==> src/rtl/utw_pkg.sv <==
// ----------------------------------------------------------------------------
// utw_pkg
// shared types and constants for the utf-8 word tokenizer
// ----------------------------------------------------------------------------
package utw_pkg;

	// text and word size limits
	localparam int MAX_TEXT_BYTES = 65536;
	localparam int MAX_WORD_BYTES = 256;
	// longest kept word plus one, bounded by the 8-bit length field
	localparam int LEN_LIMIT      = (MAX_WORD_BYTES < 256) ? MAX_WORD_BYTES : 256;

	// byte position saturates here
	localparam logic [15:0] POS_LIMIT     = (MAX_TEXT_BYTES - 1 < 65535) ?
		16'(MAX_TEXT_BYTES - 1) : 16'hFFFF;
	// word limit after reset
	localparam logic [15:0] MAX_WORDS_RST = 16'hFFFF;

	// one text byte as it arrives
	typedef struct packed {
		logic [7:0] text_byte;
		logic       text_last;
	} item_t;

	// one word descriptor
	typedef struct packed {
		logic [15:0] word_offset;
		logic [7:0]  word_bytes;
		logic        has_cyrillic;
		logic        has_latin;
		logic [15:0] word_number;
	} word_t;

	// one completed character, classified, passed from front to back
	typedef struct packed {
		logic        is_word;
		logic        is_cyr;
		logic        is_lat;
		logic [15:0] char_start;
		logic [15:0] char_end;
		logic        last;
	} char_ev_t;

endpackage

==> src/rtl/utf8_word_tokenizer.sv <==
// ----------------------------------------------------------------------------
// utf8_word_tokenizer
// streaming utf-8 decoder that splits text into word descriptors
//
//   channel   handshake            payload
//   -------   ------------------   -------------------------------
//   text      push / full          text_item (byte, last flag)
//   words     empty / pop          word (offset, length, flags, number)
//   config    cfg_valid/cfg_ready  cfg_data (max_words)
//
// one byte is taken per cycle while not full; the decoder front and the word
// tracker back are joined by a two-entry queue; the event of the byte that
// closes a word is registered there, its descriptor then in the result queue;
// a stalled result side fills the queues, then full rises
// reset clears all stream state and sets max_words to 65535; no sweep
// ----------------------------------------------------------------------------
module utf8_word_tokenizer
	import utw_pkg::*;
(
	input  logic        clk,
	input  logic        arst_n,
	input  logic        push,
	output logic        full,
	input  item_t       text_item,
	output logic        empty,
	input  logic        pop,
	output word_t       word,
	input  logic        cfg_valid,
	output logic        cfg_ready,
	input  logic [15:0] cfg_data
);

	logic        ev_valid;
	logic        ev_pop;
	char_ev_t    ev;
	logic [15:0] max_words_q;

	assign cfg_ready = 1'b1;

	// word limit register
	always_ff @(posedge clk or negedge arst_n) begin
		if (!arst_n) begin
			max_words_q <= MAX_WORDS_RST;
		end else if (cfg_valid && cfg_ready) begin
			max_words_q <= cfg_data;
		end
	end

	utw_front u_front (
		.clk       (clk),
		.arst_n    (arst_n),
		.push      (push),
		.full      (full),
		.text_item (text_item),
		.ev_valid  (ev_valid),
		.ev_pop    (ev_pop),
		.ev        (ev)
	);

	utw_back u_back (
		.clk       (clk),
		.arst_n    (arst_n),
		.ev_valid  (ev_valid),
		.ev_pop    (ev_pop),
		.ev        (ev),
		.max_words (max_words_q),
		.empty     (empty),
		.pop       (pop),
		.word      (word)
	);

endmodule

==> src/rtl/utw_front.sv <==
// ----------------------------------------------------------------------------
// utw_front
// utf-8 decoder: assembles code points, classifies them and queues one
// character event per completed character or per character cut short by the final byte (two-entry queue)
// ----------------------------------------------------------------------------
module utw_front
	import utw_pkg::*;
(
	input  logic     clk,
	input  logic     arst_n,
	input  logic     push,
	output logic     full,
	input  item_t    text_item,
	output logic     ev_valid,
	input  logic     ev_pop,
	output char_ev_t ev
);

	localparam logic [20:0] CYR_LO    = 21'h000400;
	localparam logic [20:0] CYR_HI    = 21'h00052F;
	localparam logic [20:0] CODE_HYP  = 21'h00002D;
	localparam logic [20:0] CODE_APOS = 21'h000027;
	localparam logic [20:0] UC_A      = 21'h000041;
	localparam logic [20:0] UC_Z      = 21'h00005A;
	localparam logic [20:0] LC_A      = 21'h000061;
	localparam logic [20:0] LC_Z      = 21'h00007A;
	localparam logic [5:0]  CONT_MASK = 6'h3F;

	// decoder state
	logic [1:0]  pend_q;
	logic [20:0] acc_q;
	logic [15:0] cstart_q;
	logic [15:0] pos_q;

	// event queue
	char_ev_t    mem_q [2];
	logic        wr_q;
	logic        rd_q;
	logic [1:0]  cnt_q;

	logic        accept;
	logic [1:0]  pend_n;
	logic [20:0] acc_n;
	logic [15:0] start_n;
	logic [15:0] pos1;
	logic [16:0] trunc_sum;
	logic [20:0] code;
	logic [15:0] end_pos;
	logic        done;
	logic        ev_push;
	logic        cyr;
	logic        lat;
	char_ev_t    ev_new;

	assign full     = (cnt_q == 2'd2);
	assign accept   = push && !full;
	assign ev_valid = (cnt_q != 2'd0);
	assign ev       = mem_q[rd_q];

	// lead and continuation byte decode
	always_comb begin
		pend_n  = 2'd0;
		acc_n   = {13'd0, text_item.text_byte};
		start_n = cstart_q;
		if (pend_q == 2'd0) begin
			start_n = pos_q;
			if (text_item.text_byte[7] == 1'b0) begin
				acc_n = {13'd0, text_item.text_byte};
			end else if (text_item.text_byte[7:5] == 3'b110) begin
				acc_n  = {16'd0, text_item.text_byte[4:0]};
				pend_n = 2'd1;
			end else if (text_item.text_byte[7:4] == 4'b1110) begin
				acc_n  = {17'd0, text_item.text_byte[3:0]};
				pend_n = 2'd2;
			end else if (text_item.text_byte[7:3] == 5'b11110) begin
				acc_n  = {18'd0, text_item.text_byte[2:0]};
				pend_n = 2'd3;
			end
		end else begin
			acc_n  = {acc_q[14:0], text_item.text_byte[5:0] & CONT_MASK};
			pend_n = pend_q - 2'd1;
		end
	end

	assign done      = (pend_n == 2'd0);
	assign pos1      = (pos_q == POS_LIMIT) ? pos_q : pos_q + 16'd1;
	assign trunc_sum = {1'b0, pos1} + {15'd0, pend_n};

	// completed or truncated character: code and end position
	always_comb begin
		case (pend_n)
			2'd1:    code = {acc_n[14:0], 6'd0};
			2'd2:    code = {acc_n[8:0], 12'd0};
			2'd3:    code = {acc_n[2:0], 18'd0};
			default: code = acc_n;
		endcase
		if (done) begin
			end_pos = pos1;
		end else begin
			end_pos = (trunc_sum > {1'b0, POS_LIMIT}) ? POS_LIMIT : trunc_sum[15:0];
		end
	end

	// character classes
	assign cyr = (code >= CYR_LO) && (code <= CYR_HI);
	assign lat = ((code >= UC_A) && (code <= UC_Z)) || ((code >= LC_A) && (code <= LC_Z));

	always_comb begin
		ev_new.is_word    = cyr || lat || (code == CODE_HYP) || (code == CODE_APOS);
		ev_new.is_cyr     = cyr;
		ev_new.is_lat     = lat;
		ev_new.char_start = start_n;
		ev_new.char_end   = end_pos;
		ev_new.last       = text_item.text_last;
	end

	assign ev_push = accept && (done || text_item.text_last);

	// decoder registers, cleared after the final byte
	always_ff @(posedge clk or negedge arst_n) begin
		if (!arst_n) begin
			pend_q   <= 2'd0;
			acc_q    <= '0;
			cstart_q <= '0;
			pos_q    <= '0;
		end else if (accept) begin
			if (text_item.text_last) begin
				pend_q   <= 2'd0;
				acc_q    <= '0;
				cstart_q <= '0;
				pos_q    <= '0;
			end else begin
				pend_q   <= pend_n;
				acc_q    <= acc_n;
				cstart_q <= start_n;
				pos_q    <= pos1;
			end
		end
	end

	// event queue pointers
	always_ff @(posedge clk or negedge arst_n) begin
		if (!arst_n) begin
			wr_q  <= 1'b0;
			rd_q  <= 1'b0;
			cnt_q <= 2'd0;
		end else begin
			if (ev_push) begin
				wr_q <= ~wr_q;
			end
			if (ev_pop) begin
				rd_q <= ~rd_q;
			end
			cnt_q <= cnt_q + {1'b0, ev_push} - {1'b0, ev_pop};
		end
	end

	// event queue storage
	always_ff @(posedge clk) begin
		if (ev_push) begin
			mem_q[wr_q] <= ev_new;
		end
	end

endmodule

==> src/rtl/utw_back.sv <==
// ----------------------------------------------------------------------------
// utw_back
// word tracker: consumes character events, closes words and queues
// descriptors in a two-entry result queue
// ----------------------------------------------------------------------------
module utw_back
	import utw_pkg::*;
(
	input  logic        clk,
	input  logic        arst_n,
	input  logic        ev_valid,
	output logic        ev_pop,
	input  char_ev_t    ev,
	input  logic [15:0] max_words,
	output logic        empty,
	input  logic        pop,
	output word_t       word
);

	// word state
	logic        in_word_q;
	logic [15:0] wstart_q;
	logic        cyr_q;
	logic        lat_q;
	logic [15:0] words_q;

	// result queue
	word_t       mem_q [2];
	logic        wr_q;
	logic        rd_q;
	logic [1:0]  cnt_q;

	logic        out_full;
	logic        out_pop;
	logic        in_word_n;
	logic [15:0] wstart_n;
	logic        cyr_n;
	logic        lat_n;
	logic        do_close;
	logic [15:0] close_pos;
	logic [16:0] diff;
	logic        len_ok;
	logic        emit;
	logic [15:0] words_inc;
	word_t       word_new;

	assign out_full = (cnt_q == 2'd2);
	assign empty    = (cnt_q == 2'd0);
	assign out_pop  = pop && !empty;
	assign word     = mem_q[rd_q];
	assign ev_pop   = ev_valid && !out_full;

	// open or extend the word on a word character
	always_comb begin
		in_word_n = in_word_q;
		wstart_n  = wstart_q;
		cyr_n     = cyr_q;
		lat_n     = lat_q;
		if (ev.is_word) begin
			if (!in_word_q) begin
				in_word_n = 1'b1;
				wstart_n  = ev.char_start;
				cyr_n     = 1'b0;
				lat_n     = 1'b0;
			end
			cyr_n = cyr_n || ev.is_cyr;
			lat_n = lat_n || ev.is_lat;
		end
	end

	// close on a non-word character or at the final byte
	assign do_close  = (!ev.is_word && in_word_q) || (ev.last && in_word_n);
	assign close_pos = ev.is_word ? ev.char_end : ev.char_start;
	assign diff      = {1'b0, close_pos} - {1'b0, wstart_n};
	assign len_ok    = !diff[16] && (diff[15:0] != 16'd0) && (diff[15:0] < 16'(LEN_LIMIT));
	assign emit      = ev_pop && do_close && len_ok && (words_q < max_words);
	assign words_inc = words_q + 16'd1;

	always_comb begin
		word_new.word_offset  = wstart_n;
		word_new.word_bytes   = diff[7:0];
		word_new.has_cyrillic = cyr_n;
		word_new.has_latin    = lat_n;
		word_new.word_number  = words_inc;
	end

	// word state registers, cleared after the final byte
	always_ff @(posedge clk or negedge arst_n) begin
		if (!arst_n) begin
			in_word_q <= 1'b0;
			wstart_q  <= '0;
			cyr_q     <= 1'b0;
			lat_q     <= 1'b0;
			words_q   <= '0;
		end else if (ev_pop) begin
			if (ev.last) begin
				in_word_q <= 1'b0;
				wstart_q  <= '0;
				cyr_q     <= 1'b0;
				lat_q     <= 1'b0;
				words_q   <= '0;
			end else begin
				in_word_q <= in_word_n && !do_close;
				wstart_q  <= wstart_n;
				cyr_q     <= cyr_n;
				lat_q     <= lat_n;
				if (emit) begin
					words_q <= words_inc;
				end
			end
		end
	end

	// result queue pointers
	always_ff @(posedge clk or negedge arst_n) begin
		if (!arst_n) begin
			wr_q  <= 1'b0;
			rd_q  <= 1'b0;
			cnt_q <= 2'd0;
		end else begin
			if (emit) begin
				wr_q <= ~wr_q;
			end
			if (out_pop) begin
				rd_q <= ~rd_q;
			end
			cnt_q <= cnt_q + {1'b0, emit} - {1'b0, out_pop};
		end
	end

	// result queue storage
	always_ff @(posedge clk) begin
		if (emit) begin
			mem_q[wr_q] <= word_new;
		end
	end

endmodule

==> config.mk <==
export PLATFORM = sky130hd
export DESIGN_NAME = utf8_word_tokenizer
export DESIGN_NICKNAME = d
export VERILOG_FILES = /design/src/rtl/utw_pkg.sv /design/src/rtl/utf8_word_tokenizer.sv /design/src/rtl/utw_front.sv /design/src/rtl/utw_back.sv
export SDC_FILE = /design/constraint.sdc
export NUM_CORES = 1
export LEC_CHECK = 0
export ABC_AREA = 1
export ABC_CLOCK_PERIOD_IN_PS = 5800
export BUFFER_PORTS_ARGS = -buffer_cell sky130_fd_sc_hd__buf_2
export CAP_MARGIN = 20
export CORE_UTILIZATION = 40
export CTS_CLUSTER_DIAMETER = 150
export DETAILED_ROUTE_END_ITERATION = 16
export GPL_TIMING_DRIVEN = 0
export MAX_ROUTING_LAYER = met4
export PLACE_DENSITY = 0.59
export SLEW_MARGIN = 20
export SYNTH_ARGS = -nofsm -noshare
export SYNTH_HDL_FRONTEND = slang
export SYNTH_SLANG_ARGS = --single-unit
==> constraint.sdc <==
create_clock -name clk -period 5.8 [get_ports clk]
set_input_delay 0.58 -clock clk [delete_from_list [all_inputs] [get_ports clk]]
set_output_delay 0.58 -clock clk [all_outputs]
set_load 0.1 [all_outputs]
After elaboration in Yosys (flattened, before gate mapping)
Memories as Yosys holds them, arrays and structs flattened.
Index checks and enable logic that the tools add are counted.
Word-level totals
  register bits: 108
  bits in latches: 0
  RAM bits: 156
  bits in read-only memories: 0
  bits of input ports: 30
  output and inout port bits: 45
  memories kept: 2
Memories
  u_back.mem_q: depth 2, bits a word 42, read ports 1, clocked after Yosys merged registers in 0, wr ports 1, line utw_back.sv:28  | word_t mem_q [2];
  u_front.mem_q: depth 2, bits a word 36, read ports 1, clocked after Yosys merged registers in 0, wr ports 1, line utw_front.sv:36  | char_ev_t mem_q [2];
Operators by class
  $add $sub $neg: 9
  multipliers: 0
  div/mod/pow operators: 0
  order comparisons: 9
  equal/unequal tests: 11
  shifts and indexed selects: 0
  mux-type cells: 39
  bitwise logic cells: 4
  reductions and logical operators: 36
Operator list (count)
  $mux W16: 12
  $mux W21: 4
  $pmux W21 S3: 1
  $eq A21 B6 Y1 const B: 2
  $ge A21 B7 Y1 const B: 2
  $le A21 B7 Y1 const B: 2
  $add A16 B1 Y16 const B: 2
  $ge A21 B11 Y1 const B: 1
  $le A21 B11 Y1 const B: 1
  $add A16 B2 Y17: 1
  $gt A17 B16 Y1 const B: 1
  $sub A16 B16 Y17: 1
  $eq A16 B16 Y1 const B: 1
  $lt A16 B16 Y1: 1
  $lt A16 B9 Y1 const B: 1
  $reduce_bool A16 Y1: 1
  $logic_and A1 B1 Y1: 15
  $mux W15: 1
  $mux W1: 14
  $mux W2: 6
  $eq A2 B2 Y1 const B: 4
  $logic_or A1 B1 Y1: 8
  $mux W8: 1
  $logic_not A1 Y1: 6
  other kinds (11): 19

Depth between registers and ports, before layout
  word-level depth: 14
  mapped depth: 28
  mapped depth without buffers: 26

Cells and area by module
From an unflattened synthesis, not the netlist that was laid out.
Second synthesis, totals
  cell total of the unflattened synthesis: 1597
  area total of the unflattened synthesis: 14131.1 µm²
By module, submodules not included
  utw_back: times used 1, cells each 823, area an instance 6827.8 µm², sequential area each 3498.4 µm²
  utw_front: times used 1, cells each 704, area an instance 6627.6 µm², sequential area each 3488.3 µm²
  utf8_word_tokenizer: times used 1, cells each 70, area an instance 675.6 µm², sequential area each 420.4 µm²

Least setup slack after synthesis
OpenSTA, ideal clock, no wires.
  path type: flip-flop to flip-flop
  start: register u_front.rd_q
  end: memory u_back.mem_q[0][0] in the netlist's numbering, enable pin
  arrival time: 4.896 ns
  slack: 0.463 ns
  cell stages (with the launch flop): 25
  buffers on the path: 2
  clock period less this slack: 5.337 ns
  cells stage by stage: dfrtp_1 buf_2 nand2_1 nand2_1 inv_1 nor2_1 clkbuf_1 nand2_1 o21ai_0 inv_1 ha_1 fa_1 inv_1 nand3_1 nand2_1 nand2_1 nand2_1 nand2_1 nand2_1 nand3_1 nor2_1 nand3_1 nor2_1 nand3_2 nor2_1
On the way
  longest elaborated chain between the ends: 11
Ends and longest elaborated chain
  start: declaration: line utw_front.sv:38  | logic rd_q;
  start signal: assignment: line utw_front.sv:152  | rd_q <= ~rd_q;
  $mem_v2 Z2 W36 *
  $mux W16: line utw_back.sv:60  | if (!in_word_q) begin
  $mux W16 *: line utw_back.sv:59  | if (ev.is_word) begin
  via u_back.wstart_n[0]: line utw_back.sv:36  | logic [15:0] wstart_n;
  $sub A16 B16 Y17 *: line utw_back.sv:74  | assign diff = {1'b0, close_pos} - {1'b0, wstart_n};
  branches (longest 2 deep; another with $lt A16 B9 Y1)
  $logic_and A1 B1 Y1 *: line utw_back.sv:75  | assign len_ok = !diff[16] && (diff[15:0] != 16'd0) && (diff[15:0] < 16'(LEN_LIMIT));
  $logic_and A1 B1 Y1 * (2 in a row): line utw_back.sv:76  | assign emit = ev_pop && do_close && len_ok && (words_q < max_words);
  $mux W1 *: line utw_back.sv:133  | if (emit) begin
  $mux W1 (implied by the code) *: line utw_back.sv:134  | mem_q[wr_q] <= word_new;
  end: declaration: line utw_back.sv:28
Mark *: on every way through the listed nets, which the timed path passes.

Worst setup path after layout
  start: register u_front.rd_q
  end: memory u_back.mem_q[0][37] in the netlist's numbering, enable pin
The elaborated chain is that of the path after synthesis.

==> implementation parameters <==
Parameter                              Value

STA
  Unrepaired setup endpoints after global routing ... false
  Part of the cycle the worst path needs ... 0.9105
  Final hold vios ... 0
  Achievable clock frequency ... around 0.19 GHz
  Hold Worst Slack ... 0.2629 ns
  Clock skew after layout ... 0.01384 ns
  Total of endpoints with negative setup slack in the final report ... 0
  Max-slew violation total from the final report ... 0
  Max-Slew Margin vs Limit ... 0.4714
  Slew @ Worst Pin ... 0.7877 ns
  Min Tclk post-route ... 5.281 ns

Floorplan
  Die W ... 187.6 um
  Initial cell density of the core ... 0.4090
  DIE HEIGHT ... 187.6 um
  I/O pin cnt ... 75
  Die ar. ... around 0.035 mm2
  Cell row count ... 67
  Core area ... ~0.034 mm2

Setup path
  Endpoint kind of the worst setup timing path ... flop
  Worst endpoint data arrival time ... 5.52 ns
  Reg2Reg Depth ... 26
  CP Launch Type ... flop
  Max Fanout on Critical Path ... 16
  Critical path class ... flop to flop
  Req. time, crit path ... 6.04 ns

Synthesis
  Main synth FF type ... edfxtp_1
  Proportion of synthesized chip area in sequential cells ... 0.5374
  Share of the synthesized area in the top cell type ... 0.3399
  Area contributors post-synth ... edfxtp_1 34%, dfrtp_1 17%, nand2_1 14%, inv_1 5.3%, o21ai_0 3.6%
  Yosys Warn Count ... 0
  Unique cell type count in the Yosys netlist ... between 40 and 50
  Cell count after synthesis ... 1,592
  Share of synthesized flip-flops with an asynchronous set or reset ... 0.4091
  Area leader, netlist ... edfxtp_1
  Number of synthesized flops with an enable pin ... 156
  Syn_area_per_cell ... between 8 and 9 um2
  Yosys reg bits ... 264
  Syn Std Cell Area ... 0.01378 mm2
  Synthesized netlist net count ... 1,663

Cells and area
  Area grow syn2layout ... 15.80%
  Ratio of cells with drive above 1 in the final layout ... 0.1228
  End-of-flow core utilization ... 0.4736
  Number of diodes added for antenna fixing ... 0
  Number of nets at the end of the flow ... 1,775
  Layout Cells excl Fill ... 2,174

Clock network
  Buffer count from post-CTS setup fixing ... 0
  Count of cells resized by post-cts repair ... 0
  Clock transition at the registers of the reported paths ... 0.06 ns
  TritonCTS clock tree ... yes
  H-Tree Level Count ... 1
  Num Clock Sinks ... 264
  Master cell of the clock root buffer ... clkbuf_16
  Number of buffers created by CTS ... 29
  Clock insertion delay at the later pin of the skew report ... 0.53 ns
  Maximum root-to-sink buffer count ... 3

Global routing
  Pin count of the biggest net entering global routing ... 64
  GRT overflow ... 0
  Initial antenna violation count ... 0
  Met2 Track Usage GR ... 0.2979
  Met3 usage in global routing ... 0.02340
  Via count of the first global-routing pass ... 10,030
  GR met1 Demand/Resource ... 0.2632
  GRT Max-Usage Layer ... met2
  First-pass GRT wire length ... 52,620 um
  Global routing usage summed across all routing layers ... 0.1906

Route
  Post-detailed-route wirelength per cell ... between 10 and 15 um
  Antenna violation net count after detailed routing ... 0
  Post-detailed-routing wire length ... 32,540 um
  Drt initial violations ... 721
  Drc violations ... 0
  Average via count per standard cell ... 4.846
  Drt pass-1 iters ... 7
  Routed via count ... 10,540

Placement
  Gpl congestion ... 0.8821
  Hpwl dp ... between 20,000 and 25,000 um
  Count of buffers inserted at the top-level ports ... 73
  Post-Place Cells ... 2,120

Pwr
  Max VDD drop ... 0.3739 mV
  Net load switching power ... between 4 and 5 mW
  Proportion of power drawn by flip-flops and latches ... 0.279
  Static Leakage ... 7.322 nW
  Part of the power in the clock network ... 0.212
  Power density relative to cell area ... about 570 mW/mm2
  Fraction of power spent switching nets ... 0.4693
  Internal power consumption ... 4.845 mW
  Total power draw ... 9.128 mW
  Logic gate share of total power ... 0.509

Hold path
  Hold Path Depth ... 2
  Hold WC Path Type ... primary input to flop

Run status
  Run status ... complete, no violations

Run
  Max-capacitance violation count ... 0
[per-layer routing]
layer / up-vias / part of all wire
met1: 4873 / 0.49
li1: 5420 / -
met5: - / 0
met4: 0 / 0.020
met2: 202 / 0.45
met3: 41 / 0.041
[power groups by stage]
stage	Combinational (mW)	Clock (mW)	Sequential [mW]
after detailed placement	4.65	0	2.58
after CTS	4.66	1.99	2.55
after global routing	5.14	2.06	2.57
after floorplan	3.58	0	2.56
final	4.64	1.94	2.55
after global placement	4.55	0	2.58
[worst paths after layout]
kind	slack [ns]	startpoint	to
setup / recovery	0.52	u_front.rd_q	u_back.mem_q[0][37]
hold / removal	0.26	cfg_valid	max_words_q[15]
setup reg to reg	0.52	u_front.rd_q	u_back.mem_q[0][37]
hold reg to reg	0.48	u_back.wstart_q[1]	u_back.wstart_q[1]
max in group asynchronous	4.49	arst_n	max_words_q[9]
min in group asynchronous	0.55	arst_n	u_front.acc_q[3]
[layout make-up]
class                           instances  area (um2)
Clock buffer                           40       817.0
Tap cell                              448       560.5
Inverter                              212       798.3
Clock inverter                         13       210.2
Buffer                                 48       205.2
Sequential cell                       264        7407
Timing Repair Buffer                   81       559.3
Multi-Input combinational cell       1068        5401
Fill cell                            3258       17740
[cells in the mapped netlist, types with 4 or more instances]
cell / instances
nand4_1: 14
mux2i_1: 9
nand2_1: 519
inv_2: 13
nor2_2: 6
nor3_2: 5
or2_2: 18
o22ai_1: 35
edfxtp_1: 156
dfrtp_1: 92
nor3_1: 15
inv_1: 196
nand2_2: 8
o21ai_0: 98
clkbuf_1: 38
nor2_1: 88
xnor2_1: 6
nand3_1: 89
o21ai_1: 11
buf_4: 4
o21a_1: 17
a21oi_1: 26
dfstp_2: 16
ha_1: 39
o211ai_1: 8
xor2_1: 33
[cells by family (layout without fill, tap and decap cells)]
logic type | after synthesis | in the layout | synth area share
AO/OA/AOI/OAI | 205 | 205 | 0.08407
XOR/XNOR | 39 | 39 | 0.02478
adder cells (fa/ha/maj) | 41 | 41 | 0.03831
buffers and inverters | 260 | 394 | 0.07281
flip-flops | 264 | 264 | 0.5374
multiplexers | 9 | 9 | 0.006537
other | 1 | 1 | 0.0002721
AND/OR/NAND/NOR | 773 | 773 | 0.2358
[what timing repair did]
action / in CTS / in global routing
hold endpoints to repair: 34 / 0
hold buffers: 1 / 0
endpoints found under the setup margin: 0 / 0
[stage by stage]
| stage | cell area (um2) | setup WS [ns] | TNS, ns |
|---|---|---|---|
| after floorplan | 13780 | 0.4626 | 0 |
| after global placement | 14710 | -1.622 | -135.59 |
| after detailed placement | 14920 | 0.4644 | 0 |
| after CTS | 15960 | 0.4510 | 0 |
| after global routing | 15960 | 0.1457 | 0 |
| final | 15960 | 0.5192 | 0 |
[critical path, stage by stage (launching register included)]
cell and delay, ns:
dfrtp_1 0.34, buf_2 0.29, nand2_1 0.09, nand2_1 0.24, inv_1 0.10, nor2_1 0.40, clkbuf_1 0.43, nand2_1 0.09
o21ai_0 0.12, inv_1 0.12, ha_1 0.24, fa_1 0.40, inv_1 0.12, nand3_1 0.09, nand2_1 0.15, nand2_1 0.09
nand2_1 0.06, nand2_1 0.05, nand2_1 0.06, nand3_1 0.07, nor2_1 0.09, nand3_1 0.07, nor2_1 0.18, nand3_2 0.25
nor2_4 0.44, buf_16 0.21, buf_16 0.16
[registers in the layout (all words and copies together), names as in the netlist, 15 cells and up]
register,count
u_front.acc_q,15
max_words_q,16
u_back.mem_q,84
u_front.cstart_q,16
u_back.words_q,16
u_back.wstart_q,16
u_front.mem_q,72
u_front.pos_q,16
[cell usage in the layout (no fill, tap or decap), types with 4 or more instances in the layout]
cell type / netlist / layout
bufinv_16: 0 / 5
mux2i_1: 9 / 9
o21ai_0: 98 / 98
nor3_1: 15 / 15
clkinvlp_4: 0 / 5
inv_2: 13 / 13
inv_1: 196 / 196
o22ai_1: 35 / 35
xnor2_1: 6 / 6
clkbuf_16: 0 / 29
or2_2: 18 / 18
nor2_2: 6 / 6
o211ai_1: 8 / 8
a21oi_1: 26 / 26
xor2_1: 33 / 33
dfstp_2: 16 / 16
buf_4: 4 / 4
nor2_4: 1 / 5
dfrtp_1: 92 / 92
nor2_1: 88 / 84
clkbuf_1: 38 / 44
nand4_1: 14 / 14
o21a_1: 17 / 17
nand2_1: 519 / 519
buf_2: 2 / 74
edfxtp_1: 156 / 156
clkbuf_8: 0 / 5
nor3_2: 5 / 5
o21ai_1: 11 / 11
buf_16: 0 / 5
nand3_1: 89 / 89
nand2_2: 8 / 8
ha_1: 39 / 39
Power figures use the tool's default switching activity.
